### config.mk
export PLATFORM = sky130hd
export DESIGN_NAME = multi_slot_periodic_tick_scheduler_flat
export DESIGN_NICKNAME = d
export VERILOG_FILES = /design/src/msts_pkg.sv /design/src/msts_if.sv /design/src/multi_slot_periodic_tick_scheduler.sv /design/src/msts_slot_bank.sv /design/src/flat_wrapper.sv
export SDC_FILE = /design/constraint.sdc
export NUM_CORES = 1
export LEC_CHECK = 0
export ABC_AREA = 1
export BUFFER_PORTS_ARGS = -buffer_cell sky130_fd_sc_hd__buf_2
export CAP_MARGIN = 20
export CORE_ASPECT_RATIO = 0.75
export CORE_MARGIN = 10
export CORE_UTILIZATION = 40
export CTS_BUF_LIST = sky130_fd_sc_hd__clkbuf_4 sky130_fd_sc_hd__clkbuf_8
export DETAILED_ROUTE_END_ITERATION = 12
export GPL_TIMING_DRIVEN = 0
export HOLD_SLACK_MARGIN = 0.08
export PLACE_DENSITY = 0.53
export SETUP_SLACK_MARGIN = 0.3
export SLEW_MARGIN = 20
export SYNTH_ARGS = -nofsm -noshare
export SYNTH_HDL_FRONTEND = slang
export SYNTH_SLANG_ARGS = --single-unit
export TNS_END_PERCENT = 100
### constraint.sdc
create_clock -name clk_i -period 2.2 [get_ports clk_i]
set_clock_uncertainty 0.1 [all_clocks]
set_input_delay 0.44 -clock clk_i [delete_from_list [all_inputs] [get_ports clk_i]]
set_output_delay 0.44 -clock clk_i [all_outputs]
set_load 0.05 [all_outputs]
### src/msts_pkg.sv
// ----------------------------------------------------------------------------
// msts_pkg
// Types and constants of the periodic tick scheduler.
// ----------------------------------------------------------------------------
`default_nettype none

package msts_pkg;

  localparam int unsigned ACT_W    = 2;
  localparam int unsigned SLOT_W   = 4;
  localparam int unsigned PERIOD_W = 16;
  localparam int unsigned MASK_W   = 8;

  typedef enum logic [ACT_W-1:0] {
    ACT_TICK   = 2'd0,
    ACT_ARM    = 2'd1,
    ACT_DISARM = 2'd2
  } action_e;

  typedef struct packed {
    logic [ACT_W-1:0]    action;
    logic [SLOT_W-1:0]   slot;
    logic [PERIOD_W-1:0] period;
  } in_beat_t;

  typedef struct packed {
    logic [MASK_W-1:0] fire_mask;
    logic              running;
    logic              bad_slot;
  } out_beat_t;

endpackage

`default_nettype wire

### src/msts_if.sv
// ----------------------------------------------------------------------------
// msts channel interfaces
// Valid/ready channels for command beats in and result beats out.
// ----------------------------------------------------------------------------
`default_nettype none

interface msts_in_if;
  import msts_pkg::*;

  logic                valid;
  logic                ready;
  logic [ACT_W-1:0]    action;
  logic [SLOT_W-1:0]   slot;
  logic [PERIOD_W-1:0] period;

  modport source (output valid, output action, output slot, output period, input ready);
  modport sink   (input valid, input action, input slot, input period, output ready);
endinterface

interface msts_out_if;
  import msts_pkg::*;

  logic              valid;
  logic              ready;
  logic [MASK_W-1:0] fire_mask;
  logic              running;
  logic              bad_slot;

  modport source (output valid, output fire_mask, output running, output bad_slot,
                  input ready);
  modport sink   (input valid, input fire_mask, input running, input bad_slot,
                  output ready);
endinterface

`default_nettype wire

### src/multi_slot_periodic_tick_scheduler.sv
// ----------------------------------------------------------------------------
// multi_slot_periodic_tick_scheduler
// Bank of periodic slots advanced by tick beats, armed and disarmed by command.
// ----------------------------------------------------------------------------
// Each command beat (tick, arm, disarm or spare) gives exactly one result beat.
// Beats pass an input register, the combinational slot update logic and a
// result register, and one beat is taken every clock as long as the result
// side keeps up. All slots compare and update in parallel in the update
// logic, so throughput does not depend on the slot count.
`default_nettype none

module multi_slot_periodic_tick_scheduler #(
  parameter int unsigned SLOTS = 8
) (
  input  logic       clk_i,
  input  logic       rst_ni,
  msts_in_if.sink    in_i,
  msts_out_if.source out_o
);
  import msts_pkg::*;

  in_beat_t  in_q;
  logic      in_vld_q;
  out_beat_t out_q;
  logic      out_vld_q;
  out_beat_t res;
  logic      adv;

  assign adv        = in_vld_q && (!out_vld_q || out_o.ready);
  assign in_i.ready = !in_vld_q || adv;

  always_ff @(posedge clk_i or negedge rst_ni) begin
    if (!rst_ni) begin
      in_vld_q  <= 1'b0;
      out_vld_q <= 1'b0;
    end else begin
      if (in_i.ready) in_vld_q <= in_i.valid;
      if (!out_vld_q || out_o.ready) out_vld_q <= in_vld_q;
    end
  end

  always_ff @(posedge clk_i) begin
    if (in_i.valid && in_i.ready) begin
      in_q <= '{action: in_i.action, slot: in_i.slot, period: in_i.period};
    end
    if (adv) out_q <= res;
  end

  msts_slot_bank #(
    .SLOTS(SLOTS)
  ) u_bank (
    .clk_i (clk_i),
    .rst_ni(rst_ni),
    .en_i  (adv),
    .item_i(in_q),
    .res_o (res)
  );

  assign out_o.valid     = out_vld_q;
  assign out_o.fire_mask = out_q.fire_mask;
  assign out_o.running   = out_q.running;
  assign out_o.bad_slot  = out_q.bad_slot;

endmodule

`default_nettype wire

### src/msts_slot_bank.sv
// ----------------------------------------------------------------------------
// msts_slot_bank
// Slot state (active, reload, counter), tick enable and the per-beat update.
// ----------------------------------------------------------------------------
`default_nettype none

module msts_slot_bank #(
  parameter int unsigned SLOTS = 8
) (
  input  logic               clk_i,
  input  logic               rst_ni,
  input  logic               en_i,
  input  msts_pkg::in_beat_t item_i,
  output msts_pkg::out_beat_t res_o
);
  import msts_pkg::*;

  logic [SLOTS-1:0]    active_q, active_d;
  logic [PERIOD_W-1:0] reload_q [SLOTS];
  logic [PERIOD_W-1:0] reload_d [SLOTS];
  logic [PERIOD_W-1:0] count_q  [SLOTS];
  logic [PERIOD_W-1:0] count_d  [SLOTS];
  logic                tick_en_q, tick_en_d;

  logic [SLOTS-1:0]    hit;
  logic [SLOTS-1:0]    fire;
  logic [MASK_W-1:0]   fire_mask;
  logic                in_range;
  logic                bad;
  logic [PERIOD_W-1:0] new_reload;

  for (genvar i = 0; i < SLOTS; i++) begin : g_hit
    assign hit[i] = (item_i.slot == SLOT_W'(i));
  end

  assign in_range   = ({1'b0, item_i.slot} < (SLOT_W + 1)'(SLOTS));
  assign new_reload = (item_i.period == '0) ? '0 : PERIOD_W'(item_i.period - 1'b1);

  always_comb begin
    active_d  = active_q;
    reload_d  = reload_q;
    count_d   = count_q;
    tick_en_d = tick_en_q;
    fire      = '0;
    bad       = 1'b0;
    case (action_e'(item_i.action))
      ACT_TICK: begin
        if (tick_en_q) begin
          for (int i = 0; i < SLOTS; i++) begin
            if (active_q[i]) begin
              if (count_q[i] >= reload_q[i]) begin
                fire[i]    = 1'b1;
                count_d[i] = '0;
              end else begin
                count_d[i] = PERIOD_W'(count_q[i] + 1'b1);
              end
            end
          end
          if (active_q == '0) tick_en_d = 1'b0;
        end
      end
      ACT_ARM: begin
        if (!in_range) begin
          bad = 1'b1;
        end else begin
          for (int i = 0; i < SLOTS; i++) begin
            if (hit[i]) begin
              active_d[i] = 1'b1;
              reload_d[i] = new_reload;
              count_d[i]  = '0;
            end
          end
          // start the tick source only when this is the sole active slot
          if ((active_q & ~hit) == '0) tick_en_d = 1'b1;
        end
      end
      ACT_DISARM: begin
        if (!in_range) begin
          bad = 1'b1;
        end else begin
          for (int i = 0; i < SLOTS; i++) begin
            if (hit[i]) begin
              active_d[i] = 1'b0;
              reload_d[i] = '0;
              count_d[i]  = '0;
            end
          end
        end
      end
      default: ;
    endcase
  end

  // slots past the mask width have no bit
  for (genvar j = 0; j < MASK_W; j++) begin : g_mask
    if (j < SLOTS) begin : g_on
      assign fire_mask[j] = fire[j];
    end else begin : g_off
      assign fire_mask[j] = 1'b0;
    end
  end

  assign res_o = '{fire_mask: fire_mask, running: tick_en_d, bad_slot: bad};

  always_ff @(posedge clk_i or negedge rst_ni) begin
    if (!rst_ni) begin
      active_q  <= '0;
      tick_en_q <= 1'b0;
      for (int i = 0; i < SLOTS; i++) begin
        reload_q[i] <= '0;
        count_q[i]  <= '0;
      end
    end else if (en_i) begin
      active_q  <= active_d;
      tick_en_q <= tick_en_d;
      reload_q  <= reload_d;
      count_q   <= count_d;
    end
  end

endmodule

`default_nettype wire

### src/flat_wrapper.sv
// flat-port wrapper written by rule: the top's interface ports become plain ports
module multi_slot_periodic_tick_scheduler_flat import msts_pkg::*;
#(
  parameter int unsigned SLOTS = 8
)
  (clk_i, rst_ni, in_i_valid, in_i_action, in_i_slot, in_i_period, in_i_ready, out_o_valid, out_o_fire_mask, out_o_running, out_o_bad_slot, out_o_ready);
  msts_in_if in_i_i ();
  msts_out_if out_o_i ();
  input  logic clk_i;
  input  logic rst_ni;
  input wire logic [$bits(in_i_i.valid)-1:0] in_i_valid;
  input wire logic [$bits(in_i_i.action)-1:0] in_i_action;
  input wire logic [$bits(in_i_i.slot)-1:0] in_i_slot;
  input wire logic [$bits(in_i_i.period)-1:0] in_i_period;
  output wire logic [$bits(in_i_i.ready)-1:0] in_i_ready;
  output wire logic [$bits(out_o_i.valid)-1:0] out_o_valid;
  output wire logic [$bits(out_o_i.fire_mask)-1:0] out_o_fire_mask;
  output wire logic [$bits(out_o_i.running)-1:0] out_o_running;
  output wire logic [$bits(out_o_i.bad_slot)-1:0] out_o_bad_slot;
  input wire logic [$bits(out_o_i.ready)-1:0] out_o_ready;
  assign in_i_i.valid = in_i_valid;
  assign in_i_i.action = in_i_action;
  assign in_i_i.slot = in_i_slot;
  assign in_i_i.period = in_i_period;
  assign in_i_ready = in_i_i.ready;
  assign out_o_valid = out_o_i.valid;
  assign out_o_fire_mask = out_o_i.fire_mask;
  assign out_o_running = out_o_i.running;
  assign out_o_bad_slot = out_o_i.bad_slot;
  assign out_o_i.ready = out_o_ready;
  multi_slot_periodic_tick_scheduler #(.SLOTS(SLOTS)) u_core (.clk_i(clk_i), .rst_ni(rst_ni), .in_i(in_i_i), .out_o(out_o_i));
endmodule
; Yosys cells after proc, flatten, opt, wreduce, memory -nomap -nowiden
; Cells that the tools add are included.
[op_classes]
add_sub_neg = 9
n_lt_le_gt_ge = 9
eq_ne = 45
n_mux = 71
bitwise = 2
reduce_logical = 38
[op_table]
columns = op, n
row1 = 16-bit 2-to-1 mux, 33
row2 = 128-bit one-hot mux with 2 select lines, 2
row3 = 128-bit 2-to-1 mux, 3
row4 = "16-bit by 1-bit adder with 16-bit output, second input constant", 8
row5 = 16-bit greater-or-equal comparator, 8
row6 = 6-bit AND reduction, 16
row7 = "2-bit inequality test, second input constant", 27
row8 = 1-bit 2-to-1 mux, 29
row9 = 3-bit AND reduction, 8
row10 = "2-bit by 1-bit inequality test with 1-bit output, second input constant", 9
row11 = "4-bit by 3-bit equality test with 1-bit output, second input constant", 4
row12 = 16-bit zero test, 1
row13 = 8-bit zero test, 2
row14 = 8-bit 2-to-1 mux, 2
row15 = 8-bit one-hot mux with 2 select lines, 1
row16 = "16-bit by 1-bit subtractor with 16-bit output, second input constant", 1
row17 = 8-bit bitwise AND, 1
row18 = "4-bit by 2-bit equality test with 1-bit output, second input constant", 2
row19 = 8-bit NOT, 1
row20 = "4-bit by 1-bit equality test with 1-bit output, second input constant", 1
row21 = 4-bit zero test, 1
row22 = "4-bit less-than comparator, second input constant", 1
row23 = 2-bit nonzero test, 2
row24 = "2-bit by 1-bit equality test with 1-bit output, second input constant", 1
row25 = 7 further kinds, 10
[totals]
regBits = 299
input_bits = 26
out_inout_bits = 12

; Longest topological paths before layout
[logic_depth]
ltp_word = 7
depth_mapped = 15
depth_no_buf = 14

; Modules after synthesis
; A second synthesis with hierarchy kept.
[hier_totals]
cells_unflattened = 2245
hier_area_um2 = 17767.0
[modules_own_cells]
columns = mod, n_inst, cells_per_inst, area_per_inst_um2, seq_area_each_um2
row1 = msts_slot_bank, 1, 2201, 16711.0, 6631.4
row2 = multi_slot_periodic_tick_scheduler, 1, 44, 1056.0, 1011.0

; Least setup slack after synthesis
; Ideal clock, no wire load.
[synth_timing]
kind = flip-flop to flip-flop
from = register u_core.out_vld_q, in the netlist u_core.out_o.valid
to = register u_core.in_q[0] in the netlist's numbering (enable)
setup_ns = 0.377
t_arrival_ns = 1.697
required_time_ns = 1.723
path_slack_ns = 0.026
path_stages_with_launch = 4
n_path_buf = 0
cell_sequence = dfrtp_1 nand3_1 nand2_1 inv_1
[synth_via]
elab_chain_cells = 5
[synth_lines]
columns = item, line
row1 = from (decl), multi_slot_periodic_tick_scheduler.sv:25  ; logic out_vld_q;
row2 = from (signal assigned), multi_slot_periodic_tick_scheduler.sv:38  ; if (!out_vld_q || out_o.ready) out_vld_q <= in_vld_q;
row3 = 1-bit zero test, multi_slot_periodic_tick_scheduler.sv:29  ; assign adv = in_vld_q && (!out_vld_q || out_o.ready);
row4 = 1-bit logical OR, multi_slot_periodic_tick_scheduler.sv:29
row5 = 1-bit logical AND, multi_slot_periodic_tick_scheduler.sv:29
row6 = 1-bit logical OR, multi_slot_periodic_tick_scheduler.sv:30  ; assign in_i.ready = !in_vld_q || adv;
row7 = via in_i_ready, flat_wrapper.sv:15  ; output wire logic [$bits(in_i_i.ready)-1:0] in_i_ready;
row8 = 1-bit logical AND, multi_slot_periodic_tick_scheduler.sv:43  ; if (in_i.valid && in_i.ready) begin
row9 = to (signal assigned), multi_slot_periodic_tick_scheduler.sv:44  ; in_q <= '{action: in_i.action, slot: in_i.slot, period: in_i.period};
row10 = to (decl), multi_slot_periodic_tick_scheduler.sv:22  ; in_beat_t in_q;
; The timed path passes the listed nets, and every way through them passes these cells.
; A chain may end at the register's enable or synchronous reset.

; Worst setup path in the final report
[layout_timing]
from = register u_core.in_q[20] in the netlist's numbering
to = register u_core.u_bank.count_q[43] in the netlist's numbering
[layout_via]
elab_chain_cells = 4
[layout_lines]
columns = item, line
row1 = 2-bit equality test or 2-bit by 1-bit equality test with 1-bit output (tied branches), msts_slot_bank.sv:46  ; case (action_e'(item_i.action))
row2 = 2-bit OR reduction (no source line), n/a
row3 = 2-bit by 1-bit inequality test with 1-bit output (no source line) or 2-bit nonzero test (tied branches), n/a
row4 = 6-bit AND reduction (no source line), n/a
row5 = to (signal assigned), msts_slot_bank.sv:117  ; count_q <= count_d;
row6 = to (decl), msts_slot_bank.sv:21  ; logic [PERIOD_W-1:0] count_q [SLOTS];
; Parallel ways exist; a longest one is shown, timed or not.

==> results.toml <==
[pwr]
powerDensity_nw_per_um2 = 839
leakage_uw = 0.0112
vdd_drop_max_v = 0.000629

[worst_setup_path]
cpMostUsedCell = "nand2_1"
crit_required_ps = 2640
end_kind = "register"
critPathArrivalTime_ps = 2590
worstPathMaxFanout = 8
path_cells = "inv_2, ha_4, nand2_4, o21ai_4, nor2_4, buf_12, nand3_4, nor2_4, nand2_1, nand2_1, nand2_1, nor2_2"
critical_path_class = "register to register"
slowest_stage = "edfxtp_1"
start_kind = "register"
critPathMaxStageDelay_ps = 450

[timing]
finalMaxSlewViolations = 0
final.min_clock_period_ps = 2150
worstMarginPinSlew_ps = 762
setup-violations-final = 0
post-route-period-util_pct = 97.7
hold_viol = 0
rsz0062_at_grt = "yes"
setup-tns-final_ps = 0
slew_headroom_pct = 49.2
max_clock_freq_mhz = 465

[clock_network]
clk_pin_slew_ps = 60
cts_buffer_depth = 3
cts_tree = "done"
cts_root_buf = "clkbuf_8"
cts_sinks = 299
insertion_delay_ps = 630
h-tree-depth = 2
cts_buffers = 52

[outcome]
status = "finished clean"

[grt]
grt_pass1_wl_mm = 83.0
track_usage_pct = 19.3
grt_remaining_overflow = 0
antenna_found_initial = 0
grt_pass1_vias = 15231
grt_max_degree = 94

[logic_synthesis]
yosysSeqAreaShare_pct = 43.3
synth-edff-count = 32
avgSynthCellArea_sq_um = 7.86
synthArstFlopShare_pct = 89.3
yosysWarnings = 0
syn_nets = 2411
synth_area_sq_um = 17600
netlist-cell-type-count = 43
synth_cells = 2243
synthFlopType = "dfrtp_1"
synth-seq-cells = 299

[floorplan]
std_cell_rows = 66
core-area_sq_um = 43400
die-area_sq_um = 53000
die_h_um = 202
ios = 38
die_width_um = 262
initial_core_util_pct = 40.6

[layout]
drive_gt1_share_pct = 28.1
n_fill_cell = 3977
areaGrowthSynthToFinish_pct = 36.9
insertedDiodeCount = 0
stdcell_count = 3168
nets = 2717

[route]
drt_first_pass_iters = 5
postRouteAntennaNets = 0
viasPerCell = 5.06
routedWlPerCell_um = 17.3
drtIter0Drc = 1113
vias = 16019
wl_mm = 54.8
drc = 0

[worst_hold_path]
hold_path_class = "primary input to async pin"

[run]
maxCapViolations = 0

[placement]
place_congestion = 0.836
io_buffers = 37
dpl.hpwl_mm = 34.9
place_inst = 2864
-- final timing paths --
path,endpoint,start,slack (ps),depth (start not counted)
max,u_core.u_bank.count_q[43]$_DFFE_PN0P_,u_core.in_q[20]$_DFFE_PP_,50,12
min,u_core.u_bank.count_q[74]$_DFFE_PN0P_,rst_ni,230,2
max reg2reg,u_core.u_bank.count_q[43]$_DFFE_PN0P_,u_core.in_q[20]$_DFFE_PP_,50,12
min reg2reg,u_core.u_bank.reload_q[2]$_DFFE_PN0P_,u_core.u_bank.reload_q[2]$_DFFE_PN0P_,380,2
max in group asynchronous,u_core.u_bank.count_q[87]$_DFFE_PN0P_,rst_ni,940,3
min in group clk_i,u_core.out_o.valid$_DFFE_PN0P_,out_o_ready,270,5
-- synthesized netlist by cell type (8+ instances only) --
| cell type | count | area (sq um) |
|---|---|---|
| clkbuf_1 | 16 | 60.1 |
| o21ai_1 | 8 | 40.0 |
| nand4_1 | 67 | 419 |
| inv_1 | 338 | 1270 |
| xnor2_1 | 16 | 140 |
| o21bai_1 | 27 | 203 |
| nor3_1 | 20 | 100 |
| nor2_4 | 8 | 90.1 |
| dfrtp_1 | 267 | 6680 |
| a21oi_1 | 78 | 390 |
| nand3_1 | 106 | 531 |
| ha_1 | 142 | 1780 |
| nand2_1 | 564 | 2120 |
| nor2_1 | 254 | 953 |
| buf_6 | 8 | 90.1 |
| o21ai_0 | 165 | 826 |
| buf_2 | 20 | 100 |
| edfxtp_1 | 32 | 961 |
| xor2_1 | 47 | 412 |
-- area by class of cell --
type	count	area, sq um	area share (%)
Multi-Input combinational cell	1556	10200	42.1
Sequential cell	299	7670	31.8
Timing Repair Buffer	251	2440	10.1
Inverter	342	1370	5.66
Clock buffer	83	1030	4.27
Tap cell	578	723	3.00
Buffer	47	649	2.69
Clock inverter	12	93.8	0.389
-- placed cells by master (no fill, tap or decap), types with 16 or more instances in the layout --
cell type      count
dfrtp_1          241
xor2_1            41
buf_12            20
nand2_4           18
clkbuf_4          19
edfxtp_1          32
dlygate4sd3_1     26
nand2_2           54
dfrtp_2           26
inv_1            307
ha_4              20
nor2_1           184
o21ai_0           70
a21oi_1           62
nand3_4           16
nor2_4            40
nand2_8           17
clkbuf_8          73
nor2_2            45
buf_2             36
nand3_1           83
buf_6             60
nand4_1           67
o21ai_1           74
o21bai_1          24
buf_4            117
nand2_1          482
o21ai_2           28
buf_8             19
ha_1             121
-- state kept, by name (all words and copies together) (netlist names), 8 cells and up --
signal,cells
u_core.u_bank.reload_q,128
u_core.u_bank.active_q,8
u_core.u_bank.count_q,128
u_core.out_o.fire_mask,8
u_core.in_q,22
-- critical path: cells and delay by family, from the launching register on --
family	cells	cell delay [ps]
adders and majority gates	1	230
buffers and inverters	2	320
DFF	1	450
AOI/OAI and AO/OA	1	80
and+or+nand+nor	8	870
-- where the power goes --
part           switching [uW]  internal (uW)
sequential                820           6520
combinational            4290           3050
clock                    2490           3090
-- through the flow --
step                      total power (uW)  instance area, sq um  worst slack (ps)  utilization, %  hold slack, ps
final                                20300                 24100              51.0            55.6             231
after global routing                 21700                 24100             -48.7            55.6             239
after CTS                            19200                 22100               123            50.9             203
after detailed placement             12600                 18700              -726            43.0             266
after global placement               12400                 18600             -5240            42.8             368
after floorplan                      11000                 17700               300               -            44.4
-- cells by family (layout without fill, tap and decap cells) --
logic type / count (synthesis) / in the layout / share of synthesized area [%]
AO/OA/AOI/OAI: 294 / 294 / 8.95
XOR/XNOR: 63 / 63 / 3.13
adder cells (fa/ha/maj): 142 / 142 / 10.1
buffers and inverters: 389 / 735 / 8.83
flip-flops: 299 / 299 / 43.3
AND/OR/NAND/NOR: 1056 / 1057 / 25.7
-- timing repair --
item / in CTS / in global routing
hold endpoints to repair: 244 / 0
buffers inserted: 69 / 88
gates cloned: 18 / 8
endpoints found under the setup margin: 273 / 280
pin swaps: 55 / 125
gates resized for setup: 404 / 334
hold buffers: 26 / 0
-- routing by layer --
metal	part of all wire, %	GRT usage, %
met2	44	29.9
met5	0	0
met1	48	27.1
met3	5.0	3.76
met4	2.3	5.17
(Power assumes the default switching activity.)
